--- config.mk ---
export PLATFORM = sky130hd
export DESIGN_NAME = murmur_hash_64b
export DESIGN_NICKNAME = d
export VERILOG_FILES = /design/src/design/mhb_pkg.sv /design/src/design/mhb_front.sv /design/src/design/mhb_queue.sv /design/src/design/mhb_back.sv /design/src/design/murmur_hash_64b.sv
export VERILOG_INCLUDE_DIRS = /design/src /design/src/design
export SDC_FILE = /design/constraint.sdc
export NUM_CORES = 1
export LEC_CHECK = 0
export BUFFER_PORTS_ARGS = -buffer_cell sky130_fd_sc_hd__buf_2
export CORE_ASPECT_RATIO = 0.8
export CORE_MARGIN = 5
export CORE_UTILIZATION = 25
export DETAILED_ROUTE_END_ITERATION = 10
export RECOVER_POWER = 25
export SYNTH_ARGS = -nofsm -noshare
export SYNTH_HDL_FRONTEND = slang
export SYNTH_SLANG_ARGS = --single-unit
--- constraint.sdc ---
create_clock -name clock -period 8.77 [get_ports clock]
set_clock_uncertainty 0.05 [all_clocks]
set_input_delay 0.4385 -clock clock [delete_from_list [all_inputs] [get_ports clock]]
set_output_delay 0.4385 -clock clock [all_outputs]
set_load 0.02 [all_outputs]
--- src/design/murmur_hash_64b_defines.svh ---
// Assertion helpers for the murmur_hash_64b block.
// MHB_ASSERT checks a condition on every rising clock edge outside reset.
// MHB_ASSERT_NEXT checks that a condition implies another in the next cycle.
`ifndef MURMUR_HASH_64B_DEFINES_SVH
`define MURMUR_HASH_64B_DEFINES_SVH

`ifndef SYNTHESIS
`define MHB_ASSERT(name, clk, rst, expr, msg) \
   name: assert property (@(posedge clk) disable iff (rst) (expr)) else $error(msg);
`define MHB_ASSERT_NEXT(name, clk, rst, cond, expr, msg) \
   name: assert property (@(posedge clk) disable iff (rst) (cond) |=> (expr)) else $error(msg);
`else
`define MHB_ASSERT(name, clk, rst, expr, msg)
`define MHB_ASSERT_NEXT(name, clk, rst, cond, expr, msg)
`endif

`endif

--- src/design/mhb_pkg.sv ---
`timescale 1ns / 1ps

package mhb_pkg;

   localparam logic [31:0] MIX_M      = 32'h5bd1_e995;
   localparam int unsigned MIX_R      = 24;
   localparam logic [31:0] SEED_RESET = 32'hEE6B_27EB;

   localparam int unsigned FIN_SHIFT_1 = 18;
   localparam int unsigned FIN_SHIFT_2 = 22;
   localparam int unsigned FIN_SHIFT_3 = 17;
   localparam int unsigned FIN_SHIFT_4 = 19;

   localparam int unsigned QUEUE_DEPTH = 4;
   localparam int unsigned QUEUE_PTR_W = $clog2(QUEUE_DEPTH);
   localparam int unsigned QUEUE_CNT_W = $clog2(QUEUE_DEPTH + 1);

   typedef enum logic [1:0] {
      KIND_NONE,
      KIND_TAIL,
      KIND_FULL
   } kind_type;

   typedef struct packed {
      kind_type    kind;
      logic        first;
      logic        last;
      logic [31:0] word;
      logic [31:0] length;
   } item_type;

   typedef struct packed {
      logic     valid;
      item_type item;
   } queue_port_type;

   typedef enum logic [3:0] {
      ST_IDLE,
      ST_INIT,
      ST_MIX1,
      ST_MIX2,
      ST_FOLD,
      ST_TAIL,
      ST_FIN1,
      ST_FIN2,
      ST_FIN3,
      ST_FIN4
   } back_state_type;

endpackage

--- src/design/mhb_front.sv ---
`timescale 1ns / 1ps

module mhb_front (
   input  logic                    clock,
   input  logic                    reset,
   input  logic                    req_valid,
   output logic                    req_stall,
   input  logic [31:0]             req_data_word,
   input  logic [2:0]              req_valid_bytes,
   input  logic                    req_first_word,
   input  logic                    req_last_word,
   input  logic [31:0]             req_total_length,
   output mhb_pkg::queue_port_type push,
   input  logic                    queue_full
);

   logic              front_valid_ff;
   logic              front_valid_in;
   mhb_pkg::item_type front_item_ff;
   mhb_pkg::item_type front_item_in;
   logic              accept;
   logic              pushed;
   logic [31:0]       tail_mask;

   assign req_stall = front_valid_ff && queue_full;
   assign accept    = req_valid && !req_stall;
   assign pushed    = front_valid_ff && !queue_full;

   always_comb begin
      case (req_valid_bytes)
         3'd1:    tail_mask = 32'h0000_00ff;
         3'd2:    tail_mask = 32'h0000_ffff;
         3'd3:    tail_mask = 32'h00ff_ffff;
         default: tail_mask = 32'hffff_ffff;
      endcase
   end

   always_comb begin
      front_item_in        = front_item_ff;
      front_item_in.first  = req_first_word;
      front_item_in.last   = req_last_word;
      front_item_in.length = req_total_length;
      front_item_in.word   = req_data_word & tail_mask;
      // 5..7 bytes count as a full word
      if (req_valid_bytes == 3'd0) begin
         front_item_in.kind = mhb_pkg::KIND_NONE;
      end else if (req_valid_bytes[2]) begin
         front_item_in.kind = mhb_pkg::KIND_FULL;
      end else begin
         front_item_in.kind = mhb_pkg::KIND_TAIL;
      end
   end

   always_comb begin
      if (accept) begin
         front_valid_in = 1'b1;
      end else if (pushed) begin
         front_valid_in = 1'b0;
      end else begin
         front_valid_in = front_valid_ff;
      end
   end

   always_ff @(posedge clock) begin
      if (reset) begin
         front_valid_ff <= 1'b0;
      end else begin
         front_valid_ff <= front_valid_in;
      end
   end

   always_ff @(posedge clock) begin
      if (accept) begin
         front_item_ff <= front_item_in;
      end
   end

   assign push.valid = front_valid_ff;
   assign push.item  = front_item_ff;

endmodule

--- src/design/mhb_queue.sv ---
`timescale 1ns / 1ps
`include "murmur_hash_64b_defines.svh"

module mhb_queue (
   input  logic                    clock,
   input  logic                    reset,
   input  mhb_pkg::queue_port_type push,
   output logic                    full,
   output mhb_pkg::queue_port_type head,
   input  logic                    pop
);

   localparam int unsigned PTR_W = mhb_pkg::QUEUE_PTR_W;
   localparam int unsigned CNT_W = mhb_pkg::QUEUE_CNT_W;
   localparam logic [PTR_W-1:0] PTR_LAST = PTR_W'(mhb_pkg::QUEUE_DEPTH - 1);
   localparam logic [CNT_W-1:0] CNT_FULL = CNT_W'(mhb_pkg::QUEUE_DEPTH);

   mhb_pkg::item_type entry_ff [mhb_pkg::QUEUE_DEPTH];
   logic [PTR_W-1:0]  wr_ptr_ff;
   logic [PTR_W-1:0]  wr_ptr_in;
   logic [PTR_W-1:0]  rd_ptr_ff;
   logic [PTR_W-1:0]  rd_ptr_in;
   logic [CNT_W-1:0]  count_ff;
   logic [CNT_W-1:0]  count_in;
   logic              write;

   assign full  = (count_ff == CNT_FULL);
   assign write = push.valid && !full;

   always_comb begin
      wr_ptr_in = wr_ptr_ff;
      rd_ptr_in = rd_ptr_ff;
      count_in  = count_ff;
      if (write) begin
         wr_ptr_in = (wr_ptr_ff == PTR_LAST) ? '0 : wr_ptr_ff + 1'b1;
      end
      if (pop) begin
         rd_ptr_in = (rd_ptr_ff == PTR_LAST) ? '0 : rd_ptr_ff + 1'b1;
      end
      if (write && !pop) begin
         count_in = count_ff + 1'b1;
      end else if (pop && !write) begin
         count_in = count_ff - 1'b1;
      end
   end

   always_ff @(posedge clock) begin
      if (reset) begin
         wr_ptr_ff <= '0;
         rd_ptr_ff <= '0;
         count_ff  <= '0;
      end else begin
         wr_ptr_ff <= wr_ptr_in;
         rd_ptr_ff <= rd_ptr_in;
         count_ff  <= count_in;
      end
   end

   always_ff @(posedge clock) begin
      if (write) begin
         entry_ff[wr_ptr_ff] <= push.item;
      end
   end

   assign head.valid = (count_ff != '0);
   assign head.item  = entry_ff[rd_ptr_ff];

   `MHB_ASSERT(a_count_bound, clock, reset, count_ff <= CNT_FULL, "queue count over depth")
   `MHB_ASSERT(a_no_pop_empty, clock, reset, !(pop && count_ff == '0), "pop from empty queue")

endmodule

--- src/design/mhb_back.sv ---
`timescale 1ns / 1ps
`include "murmur_hash_64b_defines.svh"

module mhb_back (
   input  logic                    clock,
   input  logic                    reset,
   input  logic                    csr_write_en,
   input  logic [31:0]             csr_seed,
   input  mhb_pkg::queue_port_type head,
   output logic                    pop,
   output logic                    rsp_valid,
   input  logic                    rsp_stall,
   output logic [63:0]             rsp_hash_value
);

   mhb_pkg::back_state_type state_ff;
   mhb_pkg::back_state_type state_in;
   mhb_pkg::item_type       item_ff;
   mhb_pkg::item_type       item_in;
   logic [31:0]             seed_ff;
   logic [31:0]             acc_high_ff;
   logic [31:0]             acc_high_in;
   logic [31:0]             acc_low_ff;
   logic [31:0]             acc_low_in;
   logic                    parity_ff;
   logic                    parity_in;
   logic [31:0]             k_ff;
   logic [31:0]             k_in;
   logic                    rsp_valid_ff;
   logic                    rsp_valid_in;
   logic [63:0]             rsp_hash_ff;
   logic [31:0]             mul_a;
   logic [31:0]             prod;
   logic                    out_free;
   logic                    fin_load;

   function automatic mhb_pkg::back_state_type dispatch(mhb_pkg::kind_type kind, logic last);
      mhb_pkg::back_state_type next;
      case (kind)
         mhb_pkg::KIND_FULL: next = mhb_pkg::ST_MIX1;
         mhb_pkg::KIND_TAIL: next = mhb_pkg::ST_TAIL;
         default:            next = last ? mhb_pkg::ST_FIN1 : mhb_pkg::ST_IDLE;
      endcase
      return next;
   endfunction

   // single shared constant multiplier, low 32 bits
   assign prod     = mul_a * mhb_pkg::MIX_M;
   assign out_free = !rsp_valid_ff || !rsp_stall;

   always_comb begin
      state_in    = state_ff;
      item_in     = item_ff;
      acc_high_in = acc_high_ff;
      acc_low_in  = acc_low_ff;
      parity_in   = parity_ff;
      k_in        = k_ff;
      mul_a       = '0;
      pop         = 1'b0;
      fin_load    = 1'b0;
      case (state_ff)
         mhb_pkg::ST_IDLE: begin
            if (head.valid) begin
               pop     = 1'b1;
               item_in = head.item;
               state_in = head.item.first ? mhb_pkg::ST_INIT
                                          : dispatch(head.item.kind, head.item.last);
            end
         end
         mhb_pkg::ST_INIT: begin
            acc_high_in = seed_ff ^ item_ff.length;
            acc_low_in  = '0;
            parity_in   = 1'b0;
            state_in    = dispatch(item_ff.kind, item_ff.last);
         end
         mhb_pkg::ST_MIX1: begin
            mul_a    = item_ff.word;
            k_in     = prod;
            state_in = mhb_pkg::ST_MIX2;
         end
         mhb_pkg::ST_MIX2: begin
            mul_a    = k_ff ^ (k_ff >> mhb_pkg::MIX_R);
            k_in     = prod;
            state_in = mhb_pkg::ST_FOLD;
         end
         mhb_pkg::ST_FOLD: begin
            if (!parity_ff) begin
               mul_a       = acc_high_ff;
               acc_high_in = prod ^ k_ff;
            end else begin
               mul_a      = acc_low_ff;
               acc_low_in = prod ^ k_ff;
            end
            parity_in = !parity_ff;
            state_in  = item_ff.last ? mhb_pkg::ST_FIN1 : mhb_pkg::ST_IDLE;
         end
         mhb_pkg::ST_TAIL: begin
            mul_a      = acc_low_ff ^ item_ff.word;
            acc_low_in = prod;
            state_in   = item_ff.last ? mhb_pkg::ST_FIN1 : mhb_pkg::ST_IDLE;
         end
         mhb_pkg::ST_FIN1: begin
            mul_a       = acc_high_ff ^ (acc_low_ff >> mhb_pkg::FIN_SHIFT_1);
            acc_high_in = prod;
            state_in    = mhb_pkg::ST_FIN2;
         end
         mhb_pkg::ST_FIN2: begin
            mul_a      = acc_low_ff ^ (acc_high_ff >> mhb_pkg::FIN_SHIFT_2);
            acc_low_in = prod;
            state_in   = mhb_pkg::ST_FIN3;
         end
         mhb_pkg::ST_FIN3: begin
            mul_a       = acc_high_ff ^ (acc_low_ff >> mhb_pkg::FIN_SHIFT_3);
            acc_high_in = prod;
            state_in    = mhb_pkg::ST_FIN4;
         end
         mhb_pkg::ST_FIN4: begin
            mul_a = acc_low_ff ^ (acc_high_ff >> mhb_pkg::FIN_SHIFT_4);
            // wait here while the previous result is still held
            if (out_free) begin
               fin_load    = 1'b1;
               acc_high_in = '0;
               acc_low_in  = '0;
               parity_in   = 1'b0;
               state_in    = mhb_pkg::ST_IDLE;
            end
         end
         default: begin
            state_in = mhb_pkg::ST_IDLE;
         end
      endcase
   end

   always_comb begin
      if (fin_load) begin
         rsp_valid_in = 1'b1;
      end else if (!rsp_stall) begin
         rsp_valid_in = 1'b0;
      end else begin
         rsp_valid_in = rsp_valid_ff;
      end
   end

   always_ff @(posedge clock) begin
      if (reset) begin
         state_ff     <= mhb_pkg::ST_IDLE;
         seed_ff      <= mhb_pkg::SEED_RESET;
         acc_high_ff  <= '0;
         acc_low_ff   <= '0;
         parity_ff    <= 1'b0;
         rsp_valid_ff <= 1'b0;
      end else begin
         state_ff     <= state_in;
         acc_high_ff  <= acc_high_in;
         acc_low_ff   <= acc_low_in;
         parity_ff    <= parity_in;
         rsp_valid_ff <= rsp_valid_in;
         if (csr_write_en) begin
            seed_ff <= csr_seed;
         end
      end
   end

   always_ff @(posedge clock) begin
      item_ff <= item_in;
      k_ff    <= k_in;
      if (fin_load) begin
         rsp_hash_ff <= {acc_high_ff, prod};
      end
   end

   assign rsp_valid      = rsp_valid_ff;
   assign rsp_hash_value = rsp_hash_ff;

   `MHB_ASSERT_NEXT(a_fin_clears, clock, reset, fin_load, acc_high_ff == '0 && acc_low_ff == '0 && !parity_ff && rsp_valid_ff, "state not cleared after result")
   `MHB_ASSERT_NEXT(a_fin_holds, clock, reset, state_ff == mhb_pkg::ST_FIN4 && rsp_valid_ff && rsp_stall, state_ff == mhb_pkg::ST_FIN4, "finalize left while output busy")

endmodule

--- src/design/murmur_hash_64b.sv ---
`timescale 1ns / 1ps
// Channel    | Ports                                              | Handshake
// request    | req_data_word, req_valid_bytes, req_first_word,    | req_valid / req_stall
//            | req_last_word, req_total_length                    |
// response   | rsp_hash_value                                     | rsp_valid / rsp_stall
// csr        | csr_seed                                           | csr_write_en
//
// In the back end an item is dequeued; a first word then seeds the hash state, a full
// word runs MIX1, MIX2, FOLD, a tail runs TAIL, and a last word adds 4 finalize rounds;
// all steps share one 32-bit constant multiplier. A 4-entry queue plus one input register
// absorb bursts. Synchronous active-high reset clears state and loads seed 0xEE6B27EB.
// The result is held in an output register; while it is stalled, a following last word
// waits in its final round and the queue keeps taking transactions until full.

module murmur_hash_64b (
   input  logic        clock,
   input  logic        reset,
   input  logic        csr_write_en,
   input  logic [31:0] csr_seed,
   input  logic        req_valid,
   output logic        req_stall,
   input  logic [31:0] req_data_word,
   input  logic [2:0]  req_valid_bytes,
   input  logic        req_first_word,
   input  logic        req_last_word,
   input  logic [31:0] req_total_length,
   output logic        rsp_valid,
   input  logic        rsp_stall,
   output logic [63:0] rsp_hash_value
);

   mhb_pkg::queue_port_type push;
   mhb_pkg::queue_port_type head;
   logic                    queue_full;
   logic                    pop;

   mhb_front u_front (
      .clock            (clock),
      .reset            (reset),
      .req_valid        (req_valid),
      .req_stall        (req_stall),
      .req_data_word    (req_data_word),
      .req_valid_bytes  (req_valid_bytes),
      .req_first_word   (req_first_word),
      .req_last_word    (req_last_word),
      .req_total_length (req_total_length),
      .push             (push),
      .queue_full       (queue_full)
   );

   mhb_queue u_queue (
      .clock (clock),
      .reset (reset),
      .push  (push),
      .full  (queue_full),
      .head  (head),
      .pop   (pop)
   );

   mhb_back u_back (
      .clock          (clock),
      .reset          (reset),
      .csr_write_en   (csr_write_en),
      .csr_seed       (csr_seed),
      .head           (head),
      .pop            (pop),
      .rsp_valid      (rsp_valid),
      .rsp_stall      (rsp_stall),
      .rsp_hash_value (rsp_hash_value)
   );

endmodule

Yosys cells after proc, flatten, opt, wreduce, memory -nomap -nowiden
Memory sizes are Yosys's and may differ from the RTL's. A register that Yosys moved wholly into a read port is not among the register bits.
Index checks and enable logic that the tools add are counted.

word-level totals
  bits in registers = 341
  memory bits (writable) = 272
  bits of input ports = 106
  memories = 1

cells by class
  add/subtract/negate cells = 4
  multiply operators = 1
  equality and inequality tests = 24
  mux-type cells = 35
  bitwise operators = 9
  reduce and logical (&&, ||, !) cells = 30

memory list
  name              depth  width  read ports  clocked after memory_dff  wr ports  RTL line         source
  u_queue.entry_ff  4      68     1           1                         1         mhb_queue.sv:18  mhb_pkg::item_type entry_ff [mhb_pkg::QUEUE_DEPTH];

operators by type and width
  cell                    number
  $pmux 32 s4             2
  $pmux 32 s8             1
  $mux 32                 4
  $pmux 32 s3             1
  $xor 32x32->32          3
  $pmux 4 s9              1
  $and 32x32->32          1
  $mul 32x31->32 const B  1
  $xor 32x10->32          1
  $xor 32x13->32          1
  $xor 32x14->32          1
  $xor 32x15->32          1
  $xor 32x8->32           1
  $eq 4x3->1 const B      4
  $pmux 4 s2              2
  $mux 3                  4
  $mux 4                  3
  $mux 1                  11
  $mux 2                  5
  $eq 2x2->1 const B      4
  $eq 4x2->1 const B      2
  $eq 4x4->1 const B      2
  $reduce_bool 4->1       2
  $reduce_or 2->1         4
  20 further kinds        41

Longest topological paths before layout
  word-level depth = 7
  gate-level depth with buffers = 36

Hierarchy
A second synthesis with hierarchy kept.

unflattened totals
  cells, all modules = 2574
  area, all modules = 33629.8 µm²

by module, submodules not included
  module     instances  cells an instance  area each (µm²)  seq. area each (µm²)
  mhb_back   1          2064               21025.2          6936.7
  mhb_queue  1          406                10299.9          8348.0
  mhb_front  1          104                2304.7           2062.0

Worst setup path before layout
Ideal clock, no wire load.

  path kind = register to register
  start = reg u_back.state_ff[1]
  end = reg u_back.acc_low_ff[29]
  library setup time = 0.086 ns
  arrival time = 8.637 ns
  slack = -0.002 ns
  cell stages (with the launch flop) = 30
  buffers on the path = 3
  clock period less this slack = 8.772 ns
  cell sequence = dfxtp_1 -> buf_4 -> nand2b_1 -> nor2_1 -> a32oi_1 -> o211a_4 -> inv_1 -> ha_1 -> ha_1 -> inv_1 -> fa_1 -> fa_1 -> fa_1 -> inv_1 -> fa_1 -> fa_1 -> inv_1 -> fa_1 -> inv_1 -> ha_1 -> clkbuf_1 -> and4_1 -> clkbuf_1 -> a221oi_1 -> a21bo_2 -> a221oi_1 -> xnor2_1 -> xor2_1 -> a22oi_1 -> a211oi_1

on the way
  word-level cells in the longest chain between the ends = 6
  elaborated cells on any way between the ends = 19

RTL lines
  item                                RTL line         source
  start: declaration                  mhb_back.sv:16   mhb_pkg::back_state_type state_ff;
  start signal: assignment            mhb_back.sv:146  state_ff <= mhb_pkg::ST_IDLE;
  start signal: assignment            mhb_back.sv:153  state_ff <= state_in;
  $eq 4x4->1 (tied with other cells)  mhb_back.sv:61   case (state_ff)
  $pmux 32 s8 (*)                     mhb_back.sv:61
  $mul 32x31->32 (*)                  mhb_back.sv:48   assign prod = mul_a * mhb_pkg::MIX_M;
  via u_back.prod[29]                 mhb_back.sv:33   logic [31:0] prod;
  $xor 32x32->32                      mhb_back.sv:92   acc_low_in = prod ^ k_ff;
  $mux 32                             mhb_back.sv:87   if (!parity_ff) begin
  $pmux 32 s4 (*)                     mhb_back.sv:61
  end signal: assignment              mhb_back.sv:155  acc_low_ff <= acc_low_in;
  end: declaration                    mhb_back.sv:23   logic [31:0] acc_low_ff;

The timed path passes the listed nets; every way through them passes the cells marked *. The select of a mux whose other input is x is not followed.
A chain may end at the register's enable or synchronous reset.

Worst setup path in the final report
  start = reg u_back.state_ff[0]
  end = reg u_back.acc_high_ff[27]

on the way
  word-level cells in the longest chain between the ends = 6
  elaborated cells on any way between the ends = 19

RTL lines
  item                                RTL line         source
  $eq 4x4->1 (tied with other cells)  mhb_back.sv:61
  $pmux 32 s8 (*)                     mhb_back.sv:61
  $mul 32x31->32 (*)                  mhb_back.sv:48
  via u_back.prod[27]                 mhb_back.sv:33
  $xor 32x32->32                      mhb_back.sv:89   acc_high_in = prod ^ k_ff;
  $mux 32                             mhb_back.sv:87
  $pmux 32 s4 (*)                     mhb_back.sv:61
  end signal: assignment              mhb_back.sv:154  acc_high_ff <= acc_high_in;
  end: declaration                    mhb_back.sv:21   logic [31:0] acc_high_ff;

Marks and branches as above.

==> parameters.txt <==
Parameter                              Value

Yosys
  Number of enable-type register cells in the synthesized netlist ... 503
  Mean instance size in the synthesized netlist ... 13.0 sq um
  Flip-flop cell with the highest count after synthesis ... sky130_fd_sc_hd__edfxtp_1
  Cell area after synthesis ... 33800 sq um
  Synth top area cells ... sky130_fd_sc_hd__edfxtp_1, sky130_fd_sc_hd__fa_1, sky130_fd_sc_hd__ha_1
  Most common cell in the netlist ... sky130_fd_sc_hd__edfxtp_1
  Part of the Yosys area used for sequential elements ... 0.514
  Post-synthesis cell type count ... 81
  Cell count after synthesis ... 2592
  Synth Register Bits ... 615
  Post-synth top area share ... 0.447
  FFs w/ async S/R, synth ... 0
  Post-Syn Nets ... 3107
  Most frequent cells after synthesis ... sky130_fd_sc_hd__edfxtp_1, sky130_fd_sc_hd__inv_1, sky130_fd_sc_hd__ha_1
  Number of warnings printed during yosys synthesis ... 0
  Largest area contributor in the netlist ... sky130_fd_sc_hd__edfxtp_1

Floorplanning
  Die span in y ... 339 um
  Starting density of the core ... 0.252
  Die area ... 143000 sq um
  Row cnt ... 120
  I/O pin count ... between 150 and 200
  Core area ... 134000 sq um
  Width of the die ... 421 um

Drt
  First drt pass iteration count ... 7
  Final routed wire length divided by cell count ... 21.8 um
  Via total after detailed routing ... 22.2k
  Starting DRC count in detailed routing ... 2256
  DR DRC count ... 0
  Post-detailed-route via-to-cell ratio ... 4.59
  Wire length reported by the detailed router ... 106000 um
  Number of nets with antenna violations after routing ... 0

Worst hold path
  Worst Hold Path Cells ... 3
  Type of the worst min-delay path ... primary input to flop

Clock network
  Clock sink count ... 615
  H-Tree Level Count ... 2
  Cell at the root of the clock tree ... sky130_fd_sc_hd__clkbuf_16
  Clock-pin slew of the registers on the worst-case setup and hold paths ... 0.07 ns
  CTS tree ... done
  Source-to-sink clock delay at the later pin of the worst-skew pair ... ~0.67 ns
  Total CTS buffers ... 60
  Clock tree buffer depth ... 3

Cells and area
  Total area of multi-input combinational cells ... 14800 sq um
  Fraction of layout cells with a size suffix above 1 ... 0.194
  Final nets ... ~3.5k
  Area of all placed cells without fillers ... about 41000 sq um
  Final-layout fill cell count ... 13.4k
  Area Overhead vs Synth ... 22.5%
  Sequential cell area ... 17400 sq um

Setup path
  Worst EP arrival ... roughly 9 ns
  Max stage delay cell, worst path ... sky130_fd_sc_hd__fa_1
  Setup Crit Path Kind ... flop to flop
  Critical path startpoint category ... flop
  Required time of the critical path ... between 9 and 10 ns
  Cell seen most often among critical-path stages ... sky130_fd_sc_hd__fa_1
  Worst stage delay on the critical path ... 0.57 ns
  Number of cells on the worst reg-to-reg path ... 30
  Endpoint kind of the worst setup timing path ... flop
  CP max FO ... 17

Global route
  Vias in the first global route ... 22.3k
  Met1 track demand over resource in global routing ... 0.211
  Layer with the highest usage after global routing ... met2
  Global-route met3 utilization ... 0.0435
  Wire length of the first global-routing pass ... 154000 um
  Initial antenna violation count ... 2
  Maximum number of pins on one net before global-route repair ... 69
  Total overflow reported by the global router ... 0
  Overall fraction of global-route tracks in use ... 0.146
  Met2 track utilization from global routing ... 0.215

Placement
  Number of buffers inserted by port buffering ... between 150 and 200
  Standard cell area after detailed placement ... 38400 sq um
  GP Congestion ... 0.949
  DPL Wire Length ... 78700 um

STA
  Final setup violation count ... 0
  Period utilisation layout ... 0.961
  Minimum clock period ... 8.43 ns
  Final Hold Vio Count ... 0
  Tightest slew margin relative to the limit ... 0.235
  Pin slew with the least headroom to its limit ... 1.15 ns
  Total count of max-transition violations in the final report ... 0
  FMAX ... between 100 and 150 MHz

Outcome
  Outcome ... finished, final reports clean

Job
  Number of max-capacitance violations reported ... 0
## cells in the final DEF (no fill, tap or decap), types with 75 or more instances in the layout
cell type,n
sky130_fd_sc_hd__buf_4,205
sky130_fd_sc_hd__o21ai_0,95
sky130_fd_sc_hd__buf_2,154
sky130_fd_sc_hd__dfxtp_1,107
sky130_fd_sc_hd__fa_1,182
sky130_fd_sc_hd__a21oi_1,96
sky130_fd_sc_hd__edfxtp_1,503
sky130_fd_sc_hd__dlygate4sd3_1,85
sky130_fd_sc_hd__inv_1,372
sky130_fd_sc_hd__nor2_1,159
sky130_fd_sc_hd__ha_1,227
sky130_fd_sc_hd__nand2_1,75
## final cells by class
class                   count  share of cell area
inverters                 375              0.0341
clock inverters            41              0.0110
diodes                      1           0.0000605
flip-flops and latches    615               0.420
repair buffers            479              0.0862
multi-input cells        1498               0.358
well taps                1769              0.0535
clock buffers              73              0.0377
## kinds of logic after synthesis
| kind of cell | count (synthesis) | synth area share |
|---|---|---|
| AO/OA/AOI/OAI | 468 | 0.0959 |
| XOR/XNOR | 125 | 0.0331 |
| adder cells (fa/ha/maj) | 409 | 0.192 |
| buffers and inverters | 479 | 0.0538 |
| flip-flops | 615 | 0.514 |
| multiplexers | 91 | 0.0524 |
| AND/OR/NAND/NOR | 405 | 0.0589 |
## through the flow
stage / utilization / std cells / hold WS (ns) / setup WS (ns) / TNS, ns
floorplan: - / 2592 / 0.379 / 0.299 / 0
global placement: 0.286 / 4647 / 0.413 / 0.192 / 0
detailed placement: 0.286 / 4647 / 0.418 / -0.0120 / -0.0120
CTS: 0.308 / 4846 / 0.00323 / 0.0183 / 0
global route: 0.308 / 4850 / 0.0195 / -0.0130 / -0.0130
finish: 0.308 / 4851 / 0.0290 / 0.344 / 0
## registers in the layout, summed over array words and instances (netlist names), named ones only
signal                  count
u_queue.entry_ff          272
u_back.seed_ff             32
u_queue.rd_ptr_ff           2
u_queue.wr_ptr_ff           2
u_back.rsp_valid            1
u_back.acc_low_ff          32
u_back.item_ff             67
u_front.front_valid_ff      1
u_back.acc_high_ff         32
u_queue.count_ff            3
u_back.rsp_hash_value      64
u_back.state_ff             4
u_front.push               68
u_back.parity_ff            1
u_back.k_ff                32
## worst max-delay path: cells and delay by family (launching register included)
family / cells / cell delay [ns]
compound gates: 9 / 2.03
xor+xnor: 2 / 0.22
fa+ha+maj: 9 / 3.98
buf+inv: 8 / 1.05
flops: 1 / 0.36
simple gates: 2 / 0.65
## final timing paths
check | slack [ns] | startpoint | endpoint
setup / recovery | 0.34 | u_back.state_ff[0] | u_back.acc_high_ff[27]
hold / removal | 0.03 | csr_seed[24] | u_back.seed_ff[24]
hold reg to reg | 0.43 | u_queue.rd_ptr_ff[1] | flop
setup reg to reg | 0.34 | u_back.state_ff[0] | u_back.acc_high_ff[27]
## layer usage
| layer | vias to the layer above | wire [um] | part of all wire |
|---|---|---|---|
| met1 | 11200 | 48700 | 0.46 |
| met2 | 748 | 45300 | 0.43 |
| li1 | 10200 | - | - |
| met5 | - | 285 | 0.0027 |
| met3 | 135 | 9110 | 0.086 |
| met4 | 4 | 2190 | 0.021 |
## what timing repair did
action | in CTS | in global routing
hold endpoints to repair | 85 | 0
gates resized for setup | 3 | 24
hold buffers | 85 | 0
setup endpoints to repair | 2 | 24
setup buffers | 0 | 4
pin swaps | 0 | 5
Power is not shown: default switching activity piles up to over one toggle a cycle in this logic, so the estimate is an artifact.
